**config.mk**
```make
export PLATFORM = sky130hd
export DESIGN_NAME = rlsc_mul
export DESIGN_NICKNAME = d
export VERILOG_FILES = /design/src/design/rlsc_pkg.sv /design/src/design/rlsc_mul.sv
export SDC_FILE = /design/constraint.sdc
export NUM_CORES = 2
export LEC_CHECK = 0
export ABC_AREA = 0
export BUFFER_PORTS_ARGS = -buffer_cell sky130_fd_sc_hd__clkbuf_2
export CAP_MARGIN = 0
export CORE_UTILIZATION = 55
export CTS_CLUSTER_SIZE = 10
export DETAILED_ROUTE_END_ITERATION = 12
export PLACE_DENSITY = 0.87
export SYNTH_ARGS = -nofsm -noshare
export SYNTH_HDL_FRONTEND = slang
export SYNTH_SLANG_ARGS = --single-unit
export TNS_END_PERCENT = 100
```
**constraint.sdc**
```tcl
create_clock -name clock -period 9.1 [get_ports clock]
set_clock_uncertainty 0.1 [all_clocks]
set_input_delay 1.82 -clock clock [delete_from_list [all_inputs] [get_ports clock]]
set_output_delay 1.82 -clock clock [all_outputs]
set_load 0.01 [all_outputs]
```
**src/design/rlsc_pkg.sv**
```systemverilog
// shared types, widths, register codes and the divider step for the scaler
// used by every module of rational_linear_scaler_clamp_core
package rlsc_pkg;

   localparam int DataWidth     = 32;
   localparam int ProdWidth     = 2 * DataWidth;
   localparam int StepsPerStage = 2;
   localparam int DivStages     = ProdWidth / StepsPerStage;
   localparam int CsrIndexWidth = 3;

   localparam logic signed [ProdWidth-1:0] SatMax =
      {{(DataWidth+1){1'b0}}, {(DataWidth-1){1'b1}}};
   localparam logic signed [ProdWidth-1:0] SatMin =
      {{(DataWidth+1){1'b1}}, {(DataWidth-1){1'b0}}};

   typedef enum logic [CsrIndexWidth-1:0] {
      CSR_SLOPE_NUM   = 3'd0,
      CSR_SLOPE_DEN   = 3'd1,
      CSR_OFFSET      = 3'd2,
      CSR_LOWER_LIMIT = 3'd3,
      CSR_UPPER_LIMIT = 3'd4,
      CSR_CLAMP_EN    = 3'd5
   } csr_index_type;

   typedef struct packed {
      logic signed [DataWidth-1:0] slope_num;
      logic        [DataWidth-1:0] den_mag;
      logic                        den_neg;
      logic                        den_zero;
      logic signed [DataWidth-1:0] offset;
      logic signed [DataWidth-1:0] lower;
      logic signed [DataWidth-1:0] upper;
      logic                        clamp_en;
   } cfg_type;

   typedef struct packed {
      logic [ProdWidth-1:0] dq;
      logic [DataWidth-1:0] rem;
      logic                 neg;
   } div_type;

   // restoring division, dividend bits shift out of dq as quotient bits shift in
   function automatic div_type div_step(div_type s, logic [DataWidth-1:0] d);
      div_type          r;
      logic [DataWidth:0] t;
      logic             q;
      r = s;
      for (int i = 0; i < StepsPerStage; i++) begin
         t = {r.rem, r.dq[ProdWidth-1]};
         q = (t >= {1'b0, d});
         if (q) begin
            t = t - {1'b0, d};
         end
         r.rem = t[DataWidth-1:0];
         r.dq  = {r.dq[ProdWidth-2:0], q};
      end
      return r;
   endfunction

endpackage

```
**src/design/rlsc_mul.sv**
```systemverilog
// multiply stage and magnitude stage feeding the divider
// depends on rlsc_pkg
module rlsc_mul (
   input  logic                                  clock,
   input  logic                                  reset,
   input  logic                                  adv,
   input  logic                                  in_valid,
   input  logic signed [rlsc_pkg::DataWidth-1:0] sample,
   input  rlsc_pkg::cfg_type                     cfg,
   output logic                                  out_valid,
   output rlsc_pkg::div_type                     out_div
);

   logic                                  prod_valid_ff;
   logic signed [rlsc_pkg::ProdWidth-1:0] prod_ff, prod_in;
   logic                                  mag_valid_ff;
   rlsc_pkg::div_type                     mag_ff, mag_in;

   always_comb begin
      prod_in    = rlsc_pkg::ProdWidth'(sample) * rlsc_pkg::ProdWidth'(cfg.slope_num);
      mag_in.dq  = prod_ff[rlsc_pkg::ProdWidth-1] ? -prod_ff : prod_ff;
      mag_in.rem = '0;
      mag_in.neg = prod_ff[rlsc_pkg::ProdWidth-1] ^ cfg.den_neg;
   end

   always_ff @(posedge clock) begin
      if (reset) begin
         prod_valid_ff <= 1'b0;
         mag_valid_ff  <= 1'b0;
      end else if (adv) begin
         prod_valid_ff <= in_valid;
         mag_valid_ff  <= prod_valid_ff;
      end
   end

   always_ff @(posedge clock) begin
      if (adv) begin
         prod_ff <= prod_in;
         mag_ff  <= mag_in;
      end
   end

   assign out_valid = mag_valid_ff;
   assign out_div   = mag_ff;

endmodule

```
==> flow_summary.ini <==
[routing]
vias = 31200
vias_per_cell = 5.59
drc_errors = 0
drtPass1Iterations = 6
drt_wl_total_um = 111000
ant_nets = 0
drtIter0Drc = 2177
wl_per_cell_um = 19.8

[sta]
finalCritPeriodShare = 0.982
fmax_mhz = 112
worstMarginPinSlew_ns = 0.862
final_max_slew_viol_count = 0
fin_ws_ns = 0.161
fin_crit_ns = 8.94
relSlewSlack = 0.426
finalHoldViolCount = 0
setup_viol = 0

[cts]
cts_buffers = 17
cts.htree.levels = 4
cts_root_buf = clkbuf_16
cts.clk_slew.worst_paths_ns = 0.06
postCtsHoldBufs = 0
cts.sink_count = 131
cts_tree = done
cts_buffer_depth = 2
clock_latency_ns = 0.44

[floorplan]
chipHeight_um = 278
die-area_sq_mm = 0.0772
core-area_sq_mm = 0.0748
io_pins = 297
row_count = 100
start_util = 0.559
die_x_um = 278

[logic_synthesis]
synth_commonest_cells = fa_1 (1,082), inv_1 (1,000), nand2_1 (555), and2_1 (506), clkbuf_1 (221)
ys_seq_elements = 131
synth.most_common_cell = fa_1
syn_avg_cell_area_sq_um = 9.79
netlist_area_sq_mm = 0.0418
async_flop_share = 0
synth_edf_count = 129
yosysWarnings = 0
synth-seq-area-share = 0.0936
synth_top_area_frac = 0.518
yosys.area.top_type = fa_1
yosys-top-cells-area = fa_1 (52%), edfxtp_1 (9.3%), inv_1 (9.0%), and2_1 (7.6%), ha_1 (5.5%)
netlist-cell-type-count = 71
netlist_instances = 4275
ys.flop_type = edfxtp_1

[grt]
grt-ovfl-total = 0
grt_max_degree = 68
track_usage = 0.304
grt_pass1_wl_um = 182000
antenna_found_initial = 3
grt_pass1_vias = 36200

[placed_design]
hpwl_um = 95100
pre_cts_ws_ns = -0.633
place_congestion = 0.957
portBuffers = 134

[setup_path]
cp.arrival_ns = 9.01
crit_path_end_kind = flip-flop
required_ns = 9.17
critPathLaunchType = primary input
crit_fanout = 14
rrSetupSlack_ns = 5.62
crit_type = in2reg

[flow_run]
drv_cap = 0

[finish]
syn_to_final_growth_pct = 12.4
num-fill-cells = 5507
num-nets-final = 6066
drive_gt1_frac = 0.134
final_core_util = 0.629

[worst_hold_path]
hp-class = reg2reg

[run_status]
status = completed
-- repair_timing --
item,in CTS,in global routing
endpoints found under the setup margin,4,17
setup buffers,0,7
pin swaps,1,18
gates resized for setup,6,68
-- placed cells by master (no fill, tap or decap), types with 54 or more instances in the layout --
| cell | count |
|---|---|
| a21oi_1 | 63 |
| and2_1 | 506 |
| fa_1 | 1075 |
| edfxtp_1 | 129 |
| clkbuf_2 | 121 |
| o21ai_0 | 56 |
| inv_1 | 996 |
| nor2_1 | 54 |
| buf_4 | 354 |
| xnor2_1 | 112 |
| nand2_1 | 555 |
| ha_1 | 181 |
-- routing by layer --
metal | up-vias | wire length [um] | global-route usage
met5 | - | 12 | 0
met4 | 2 | 8230 | 0.194
met2 | 1674 | 56900 | 0.538
met3 | 605 | 9170 | 0.0572
li1 | 13100 | - | -
met1 | 15900 | 36300 | 0.334
-- registers in the layout, indices dropped and copies added (netlist names) --
register and cells:
prod_valid_ff 1, out_valid 1, out_div 65, prod_ff 64
-- per-stage QoR --
step	hold WS [ns]	area (sq um)	cells	setup TNS (ns)
finish	0.401	47000	5584	0
global route	0.408	47000	5584	-0.0466
CTS	0.404	46700	5575	0
detailed placement	0.392	46100	5543	-6.87
global placement	0.370	46100	5543	-3.87
floorplan	0.343	42000	4306	-0.00939
-- area by class of cell --
cell class	count	area (sq um)	share of cell area
multi-input cells	2922	33400	0.710
inverters	1000	3760	0.0800
repair buffers	528	4140	0.0881
clock inverters	15	156	0.00333
well taps	969	1210	0.0258
diodes	2	5.00	0.000106
flip-flops and latches	131	3910	0.0832
clock buffers	17	425	0.00905
-- path summary, 6_finish.rpt --
path               from          end  cells after the start
max          sample[21]  prod_ff[63]                     25
max reg2reg  prod_ff[9]  out_div[94]                      9
min          prod_ff[0]  out_div[33]                      0
min reg2reg  prod_ff[0]  out_div[33]                      0
-- logic make-up after synthesis --
| family | share of synthesized area |
|---|---|
| adder cells (fa/ha/maj) | 0.573 |
| buffers and inverters | 0.115 |
| AND/OR/NAND/NOR | 0.149 |
| AO/OA/AOI/OAI | 0.0406 |
| XOR/XNOR | 0.0278 |
| flip-flops | 0.0936 |
| multiplexers | 0.000479 |
| other | 0.0000896 |
-- critical path, cell delays in order --
cell,delay [ns]
buf_2,0.31
buf_4,0.21
buf_4,0.21
nand2_1,0.13
fa_1,0.54
inv_1,0.06
fa_1,0.48
fa_1,0.60
fa_1,0.49
fa_1,0.53
fa_1,0.44
fa_1,0.56
inv_1,0.08
fa_1,0.52
inv_1,0.04
ha_1,0.34
nand3_1,0.16
nor2_2,0.17
and3_1,0.19
nand4_1,0.14
o2111ai_4,0.26
a31oi_1,0.14
buf_4,0.18
o31ai_4,0.26
xnor2_1,0.12
Power is left out: the tool's default activity adds up to more than one toggle a clock period on the data nets, which glitch-free logic cannot reach.
