[config.mk]
export PLATFORM = sky130hd
export DESIGN_NAME = rlsc_csr
export DESIGN_NICKNAME = d
export VERILOG_FILES = /design/src/design/rlsc_pkg.sv /design/src/design/rlsc_csr.sv
export SDC_FILE = /design/constraint.sdc
export NUM_CORES = 1
export LEC_CHECK = 0
export ABC_AREA = 1
export BUFFER_PORTS_ARGS = -buffer_cell sky130_fd_sc_hd__buf_2
export CAP_MARGIN = 20
export CORE_AREA = 2 2 127 129
export DETAILED_ROUTE_END_ITERATION = 12
export DIE_AREA = 0 0 129 131
export PLACE_DENSITY = 0.64
export SETUP_SLACK_MARGIN = 0.2
export SLEW_MARGIN = 5
export SYNTH_ARGS = -nofsm -noshare
export SYNTH_HDL_FRONTEND = slang
export SYNTH_SLANG_ARGS = --single-unit
[constraint.sdc]
create_clock -name clock -period 2 [get_ports clock]
set_input_delay 0.2 -clock clock [delete_from_list [all_inputs] [get_ports clock]]
set_output_delay 0.2 -clock clock [all_outputs]
set_load 0.005 [all_outputs]
[src/design/rlsc_pkg.sv]
// shared types, widths, register codes and the divider step for the scaler
// used by every module of rational_linear_scaler_clamp_core
package rlsc_pkg;

   localparam int DataWidth     = 32;
   localparam int ProdWidth     = 2 * DataWidth;
   localparam int StepsPerStage = 2;
   localparam int DivStages     = ProdWidth / StepsPerStage;
   localparam int CsrIndexWidth = 3;

   localparam logic signed [ProdWidth-1:0] SatMax =
      {{(DataWidth+1){1'b0}}, {(DataWidth-1){1'b1}}};
   localparam logic signed [ProdWidth-1:0] SatMin =
      {{(DataWidth+1){1'b1}}, {(DataWidth-1){1'b0}}};

   typedef enum logic [CsrIndexWidth-1:0] {
      CSR_SLOPE_NUM   = 3'd0,
      CSR_SLOPE_DEN   = 3'd1,
      CSR_OFFSET      = 3'd2,
      CSR_LOWER_LIMIT = 3'd3,
      CSR_UPPER_LIMIT = 3'd4,
      CSR_CLAMP_EN    = 3'd5
   } csr_index_type;

   typedef struct packed {
      logic signed [DataWidth-1:0] slope_num;
      logic        [DataWidth-1:0] den_mag;
      logic                        den_neg;
      logic                        den_zero;
      logic signed [DataWidth-1:0] offset;
      logic signed [DataWidth-1:0] lower;
      logic signed [DataWidth-1:0] upper;
      logic                        clamp_en;
   } cfg_type;

   typedef struct packed {
      logic [ProdWidth-1:0] dq;
      logic [DataWidth-1:0] rem;
      logic                 neg;
   } div_type;

   // restoring division, dividend bits shift out of dq as quotient bits shift in
   function automatic div_type div_step(div_type s, logic [DataWidth-1:0] d);
      div_type          r;
      logic [DataWidth:0] t;
      logic             q;
      r = s;
      for (int i = 0; i < StepsPerStage; i++) begin
         t = {r.rem, r.dq[ProdWidth-1]};
         q = (t >= {1'b0, d});
         if (q) begin
            t = t - {1'b0, d};
         end
         r.rem = t[DataWidth-1:0];
         r.dq  = {r.dq[ProdWidth-2:0], q};
      end
      return r;
   endfunction

endpackage

[src/design/rlsc_csr.sv]
// configuration registers of the scaler, written through the csr channel
// depends on rlsc_pkg
module rlsc_csr (
   input  logic                                clock,
   input  logic                                reset,
   input  logic                                csr_valid,
   output logic                                csr_ready,
   input  logic [rlsc_pkg::CsrIndexWidth-1:0]  csr_index,
   input  logic [rlsc_pkg::DataWidth-1:0]      csr_data,
   output rlsc_pkg::cfg_type                   cfg
);

   logic signed [rlsc_pkg::DataWidth-1:0] num_ff, num_in;
   logic signed [rlsc_pkg::DataWidth-1:0] den_ff, den_in;
   logic signed [rlsc_pkg::DataWidth-1:0] offset_ff, offset_in;
   logic signed [rlsc_pkg::DataWidth-1:0] lower_ff, lower_in;
   logic signed [rlsc_pkg::DataWidth-1:0] upper_ff, upper_in;
   logic                                  clamp_ff, clamp_in;

   assign csr_ready = 1'b1;

   always_comb begin
      num_in    = num_ff;
      den_in    = den_ff;
      offset_in = offset_ff;
      lower_in  = lower_ff;
      upper_in  = upper_ff;
      clamp_in  = clamp_ff;
      if (csr_valid) begin
         case (rlsc_pkg::csr_index_type'(csr_index))
            rlsc_pkg::CSR_SLOPE_NUM:   num_in    = csr_data;
            rlsc_pkg::CSR_SLOPE_DEN:   den_in    = csr_data;
            rlsc_pkg::CSR_OFFSET:      offset_in = csr_data;
            rlsc_pkg::CSR_LOWER_LIMIT: lower_in  = csr_data;
            rlsc_pkg::CSR_UPPER_LIMIT: upper_in  = csr_data;
            rlsc_pkg::CSR_CLAMP_EN:    clamp_in  = csr_data[0];
            default: ;
         endcase
      end
   end

   always_ff @(posedge clock) begin
      if (reset) begin
         num_ff    <= rlsc_pkg::DataWidth'(1);
         den_ff    <= rlsc_pkg::DataWidth'(1);
         offset_ff <= '0;
         lower_ff  <= {1'b1, {(rlsc_pkg::DataWidth-1){1'b0}}};
         upper_ff  <= {1'b0, {(rlsc_pkg::DataWidth-1){1'b1}}};
         clamp_ff  <= 1'b1;
      end else begin
         num_ff    <= num_in;
         den_ff    <= den_in;
         offset_ff <= offset_in;
         lower_ff  <= lower_in;
         upper_ff  <= upper_in;
         clamp_ff  <= clamp_in;
      end
   end

   always_comb begin
      cfg.slope_num = num_ff;
      cfg.den_neg   = den_ff[rlsc_pkg::DataWidth-1];
      cfg.den_mag   = den_ff[rlsc_pkg::DataWidth-1] ? (~den_ff + 1'b1) : den_ff;
      cfg.den_zero  = (den_ff == '0);
      cfg.offset    = offset_ff;
      cfg.lower     = lower_ff;
      cfg.upper     = upper_ff;
      cfg.clamp_en  = clamp_ff;
   end

endmodule

==> results of run 1 <==
repair_timing:
action                                  CTS  global route
gates cloned                              0             0
endpoints found under the setup margin   28            27
pin swaps                                22             8
setup buffers                            10             2
gates resized for setup                  72            24
per-stage QoR:
step                instances  setup TNS (ns)  power, mW
finish                   1347               0       7.52
global route             1347          -0.317       7.80
CTS                      1345               0       7.55
detailed placement       1303               0       4.22
global placement         1303               0       4.21
floorplan                 925               0       3.88
cell usage in the layout, fill, tap and decap left out:
cell type	instances
dfxtp_1	146
nand2_1	213
buf_4	24
o21ai_0	99
nand4_1	1
nand2_2	13
ha_4	1
o21ai_1	7
buf_12	1
xnor2_1	6
conb_1	1
nand3_1	47
a21oi_1	49
inv_1	22
inv_4	2
nand3_2	3
buf_6	5
nor2_1	184
nand3_4	1
o21ai_2	1
nor2_4	14
clkinv_4	1
nor3_2	2
inv_2	8
buf_2	199
clkbuf_8	2
o211ai_1	1
clkinv_2	7
clkbuf_16	17
clkinvlp_4	1
nand3b_1	4
nand2_4	1
nor2_2	18
o21ai_4	1
clkbuf_1	2
a21oi_2	2
xor2_1	7
dfxtp_2	11
dfxtp_4	4
bufinv_16	3
registers in the layout, summed over array words and instances (netlist names):
signal,count
den_ff,32
offset_ff,32
clamp_ff,1
upper_ff,32
lower_ff,32
num_ff,32
worst paths after layout:
path	start	endpoint	slack [ns]
max reg2reg	den_ff[31]	den_ff[31]	1.21
max	den_ff[4]	cfg[116]	0.07
min	csr_data[31]	lower_ff[31]	0.07
min reg2reg	lower_ff[27]	lower_ff[27]	0.46
power groups by stage:
stage,Clock [mW],Combinational (mW),Sequential [mW]
global route,3.46,0.948,3.40
detailed placement,0,0.775,3.45
finish,3.29,0.847,3.39
global placement,0,0.769,3.45
floorplan,0,0.431,3.45
CTS,3.33,0.829,3.38
cell type report:
type | instances | area, um^2 | share of cell area (%)
multi-input combinational | 676 | 3160 | 36.5
timing repair buffer | 229 | 1250 | 14.5
clock buffer | 21 | 460 | 5.32
clock inverter | 11 | 136 | 1.57
tap | 216 | 270 | 3.12
sequential | 161 | 3250 | 37.5
inverter | 33 | 130 | 1.50
worst reg2reg max path, cell delays in order (launching register included):
cell,delay [ns]
dfxtp_4,0.39
inv_4,0.19
a21oi_1,0.09
logic make-up (layout without fill, tap and decap cells):
logic type | count (synthesis) | count (layout) | synth area share, %
compound gates | 160 | 160 | 12.3
fa+ha+maj | 1 | 1 | 0.191
xor+xnor | 13 | 13 | 1.74
simple gates | 501 | 501 | 30.7
other cells | 1 | 1 | 0.0572
flops | 161 | 161 | 49.2
buf+inv | 88 | 294 | 5.92
routing by layer:
layer	GRT usage, %	wire [um]
met1	32.9	9150
met2	38.8	9720
met3	4.97	1300
met4	8.57	304
met5	0	0
==> qor.txt, run 1 <==
DRT antenna net count: 0
router iterations before antenna repair: 6
reg2reg path depth: 2
Post-DP Area: 7700 um^2
Fin Hold WS: 0.0698 ns
clock latency on the worst-skew pair: 0.42 ns
max cap viols: 0
Slowest cell on crit path: dfxtp_4
Clock Root Buffer: clkbuf_16
Crit path largest cell delay: 0.37 ns
RSZ-0062 raised after global routing: true
CTS tree: yes
Synth async-reset ratio: 0%
syn_nets: 964
worst slew pin tran: 0.586 ns
Stages on worst setup path: 9
fin area: 8660 um^2
vias in the first global route: 6,017
post-synthesis sequential area ratio: 49.2%
combinational power share: 11.3%
Final setup violation count: 0
# IOs: 202
starting density of the core: 42.0%
Synth Flop Type: dfxtp_1
run status: completed
final core utilization: 55.5%
gr ovfl total: 0
Clock Skews: 0 ns
Vias/cell: 4.87
largest area contributor in the netlist: dfxtp_1
crit-path most repeated cell: nor2_4
Commonest cells post-synth: nand2_1 (226), nor2_1 (207), dfxtp_1 (161)
drc violations: 0
per-cell routed wire length: 15.2 um
Area contributors post-synth: dfxtp_1 (49%), nand2_1 (13%), nor2_1 (12%)
Synth Warn #: 0
Placement Setup Slack: 0.332 ns
Slew Viols, Final: 0
LEAKAGE: 4.10 nW
H-tree lvl count: 4
layout cells sized above 1: 30.2%
Clk pwr share: 43.7%
count leader, synth: nand2_1
Worst Path Max Fanout: 5
DPL Wire Length: 14,600 um
CP Cell Sequence: nor2_4 -> nand2_2 -> nor2_4 -> nor2_4 -> nor2_4 -> nand2_1 -> nand2_1 -> nand2_1 -> buf_2
CTS Buf Count: 17
flops & latches, synth: 161
Clock Path Buffers: 2
fillers: 1,541
setup ws final: 0.0713 ns
Period minus WS final: 1.93 ns
nets: 1,157
clock sink count: 161
Antenna Cells: 0
routed via count: 6,560
Critical Path AT: 1.73 ns
synth unique cells: 27
PD cells: 868 nW/um^2
Die Area: 16,900 um^2
CP Launch Type: flip-flop
Post-synth EDFFs: 0
drt initial violations: 328
Hold-fix buffers, CTS: 0
Total GRT Usage: 24.3%
pin count of the biggest net entering global routing: 38
Total Wirelength: 20,500 um
Post-Syn Area: 6550 um^2
Syn Area/Cell: 7.09 um^2
Seq pwr share: 45.0%
Fin. Hold Viols: 0
RD Place Congestion: 0.909
P_int: 5.66 mW
Net Sw Frac: 24.8%
CP delay by family, top: simple AND/OR/NAND/NOR gates
Mapped Cells: 925
initial antenna violation count: 0
worst rel slew slack: 60.9%
Die Y: 131 um
Die Wd: 129 um
class of the worst hold path: in2reg
P&R area growth vs syn: 32.2%
WS Path Type: reg2out
final worst-path cycle share: 96.4%
Worst Path Required: 1.80 ns
hold depth: 3
worst path bufs/invs: 1
share of the synthesized area in the top cell type: 49.2%
CP Capture Type: output pin
Placeable Area: 15,600 um^2
clock-pin slew on the worst setup and hold paths: 0.06 ns
Max rail drop VDD: 0.533 mV
global-route wire length before repair: 31,900 um
std cell rows: 46
Psw: 1.86 mW
Max Freq: 518 MHz
Port Buffers: 200
Power figures use the tool's default switching activity.
==> run 2, diff against run 1 <==
--- a/constraint.sdc
+++ b/constraint.sdc
@@ -3,2 +3,2 @@
 set_output_delay 0.2 -clock clock [all_outputs]
-set_load 0.005 [all_outputs]
+set_load 0.1 [all_outputs]
==> qor.txt, run 2 (synthesized netlist as in run 1, its figures left out) <==
Clock Root Buffer: clkbuf_16 (unchanged)
PD cells: 912 nW/um^2 (was 868 nW/um^2)
Fin. Hold Viols: 0 (unchanged)
DRT antenna net count: 0 (unchanged)
setup ws final: -0.0640 ns (was 0.0713 ns)
drc violations: 0 (unchanged)
# IOs: 202 (unchanged)
crit-path most repeated cell: nor2_4 (unchanged)
drt initial violations: 370 (was 328)
Final setup violation count: 16 (was 0)
final worst-path cycle share: 103% (was 96.4%)
clock-pin slew on the worst setup and hold paths: 0.06 ns (about the same)
clock sink count: 161 (unchanged)
Max rail drop VDD: 0.584 mV (was 0.533 mV)
pin count of the biggest net entering global routing: 55 (was 38)
Total Wirelength: 20,800 um (was 20,500 um)
CP Cell Sequence: nor2_2 -> nand2_4 -> nor2_4 -> nor2_4 -> nor2_4 -> buf_12 -> xnor2_4 -> buf_12 (was nor2_4 -> nand2_2 -> nor2_4 -> nor2_4 -> nor2_4 -> nand2_1 -> nand2_1 -> nand2_1 -> buf_2)
Clock Skews: 0 ns (unchanged)
most frequent cells in the layout: nand2_1 (198), nor2_1 (176), buf_2 (168) (was nand2_1 (213), buf_2 (199), nor2_1 (184))
worst slew pin tran: 0.570 ns (was 0.586 ns)
gr ovfl total: 0 (unchanged)
layout cells sized above 1: 34.7% (was 30.2%)
RD Place Congestion: 0.866 (was 0.909)
Crit path largest cell delay: 0.35 ns (was 0.37 ns)
Vias/cell: 4.95 (was 4.87)
CTS Buf Count: 17 (unchanged)
initial antenna violation count: 0 (unchanged)
met2 WL: 9970 um (was 9720 um)
clock latency on the worst-skew pair: 0.41 ns (was 0.42 ns)
WS Path Type: reg2out (unchanged)
starting density of the core: 42.0% (unchanged)
Slowest cell on crit path: dfxtp_2 (was dfxtp_4)
DR WL met3: 1240 um (was 1300 um)
routed via count: 6,701 (was 6,560)
max cap viols: 0 (unchanged)
Placement Setup Slack: 0.0771 ns (was 0.332 ns)
per-cell routed wire length: 15.4 um (was 15.2 um)
RSZ-0062 raised after global routing: true (unchanged)
failing checks: setup timing
DRT met1 WL: 9160 um (was 9150 um)
leading cell type in the layout, fill and taps excluded: nand2_1 (unchanged)
vias in the first global route: 6,253 (was 6,017)
CP Launch Type: flip-flop (unchanged)
std cell rows: 46 (unchanged)
P&R area growth vs syn: 46.6% (was 32.2%)
class of the worst hold path: in2reg (unchanged)
CP Capture Type: output pin (unchanged)
worst rel slew slack: 62.0% (was 60.9%)
Worst Path Required: 1.80 ns (about the same)
global-route wire length before repair: 32,400 um (was 31,900 um)
final core utilization: 61.6% (was 55.5%)
Period minus WS final: 2.06 ns (was 1.93 ns)
Worst Path Max Fanout: 5 (unchanged)
total power: 8.77 mW (was 7.52 mW)
Placeable Area: 15,600 um^2 (unchanged)
Max Freq: 484 MHz (was 518 MHz)
nets: 1,165 (was 1,157)
Top Metal Used: met4 (unchanged)
Clock Path Buffers: 2 (unchanged)
Antenna Cells: 0 (unchanged)
router iterations before antenna repair: 5 (was 6)
CTS tree: yes (unchanged)
Total GRT Usage: 24.7% (was 24.3%)
H-tree lvl count: 4 (unchanged)
Port Buffers: 200 (unchanged)
Die Area: 16,900 um^2 (unchanged)
Die Y: 131 um (unchanged)
DPL Wire Length: 14,600 um (about the same)
Slew Viols, Final: 0 (unchanged)
Critical Path AT: 1.86 ns (was 1.73 ns)
LEAKAGE: 4.34 nW (was 4.10 nW)
Die Wd: 129 um (unchanged)
run status: finished with violations (was completed)
[run 2: routing by layer]
metal / GRT usage, % / vias up
met5: 0 / -
met4: 9.02 / 0
met3: 5.86 / 30
met2: 39.9 / 235
met1: 32.6 / 3090
li1: - / 3346
[run 2: worst paths after layout]
| kind | startpoint | to | slack [ns] | depth (start not counted) |
|---|---|---|---|---|
| worst max-delay path | den_ff[2] | cfg[108] | -0.06 | 8 |
| worst min register to register | lower_ff[7] | lower_ff[7] | 0.46 | 2 |
| worst min-delay path | csr_data[29] | upper_ff[29] | 0.07 | 3 |
| worst max register to register | den_ff[0] | den_ff[0] | 1.13 | 4 |
[run 2: power breakdown]
| part | internal (mW) | total (mW) | switching, mW |
|---|---|---|---|
| Combinational | 0.541 | 2.11 | 1.57 |
| Sequential | 3.31 | 3.39 | 0.0778 |
| Clock | 1.99 | 3.27 | 1.28 |
[run 2: timing repair]
item                                   4_1_cts  5_1_grt
pin swaps                                   24       17
buffers inserted                            12        8
setup endpoints to repair                   31       30
hold buffers                                 0        0
endpoints found under the hold margin        0        0
resized for setup                           89       33
[run 2: area by class of cell]
type                       instances  area (um^2)
inverter                          33          130
clock inverter                    11          138
sequential                       161         3260
timing repair buffer             237         1860
multi-input combinational        676         3500
clock buffer                      21          450
fill                            1378         5990
tap                              216          270
[run 2: per-stage QoR]
| stage | area [um^2] | hold slack, ns | TNS (ns) | cells |
|---|---|---|---|---|
| floorplan | 6840 | 0.269 | -0.0988 | 925 |
| global placement | 8500 | 0.448 | 0 | 1303 |
| detailed placement | 8500 | 0.452 | 0 | 1303 |
| CTS | 9420 | 0.0456 | -0.546 | 1347 |
| global route | 9610 | 0.0686 | -2.68 | 1355 |
| finish | 9610 | 0.0715 | -0.488 | 1355 |
[run 2: worst max-delay path, delay by kind of cell (launching register included)]
kind | cells | cell delay (ns)
buffers and inverters | 2 | 0.32
xor gates and xnor gates | 1 | 0.11
DFF | 1 | 0.35
and+or+nand+nor | 5 | 0.65
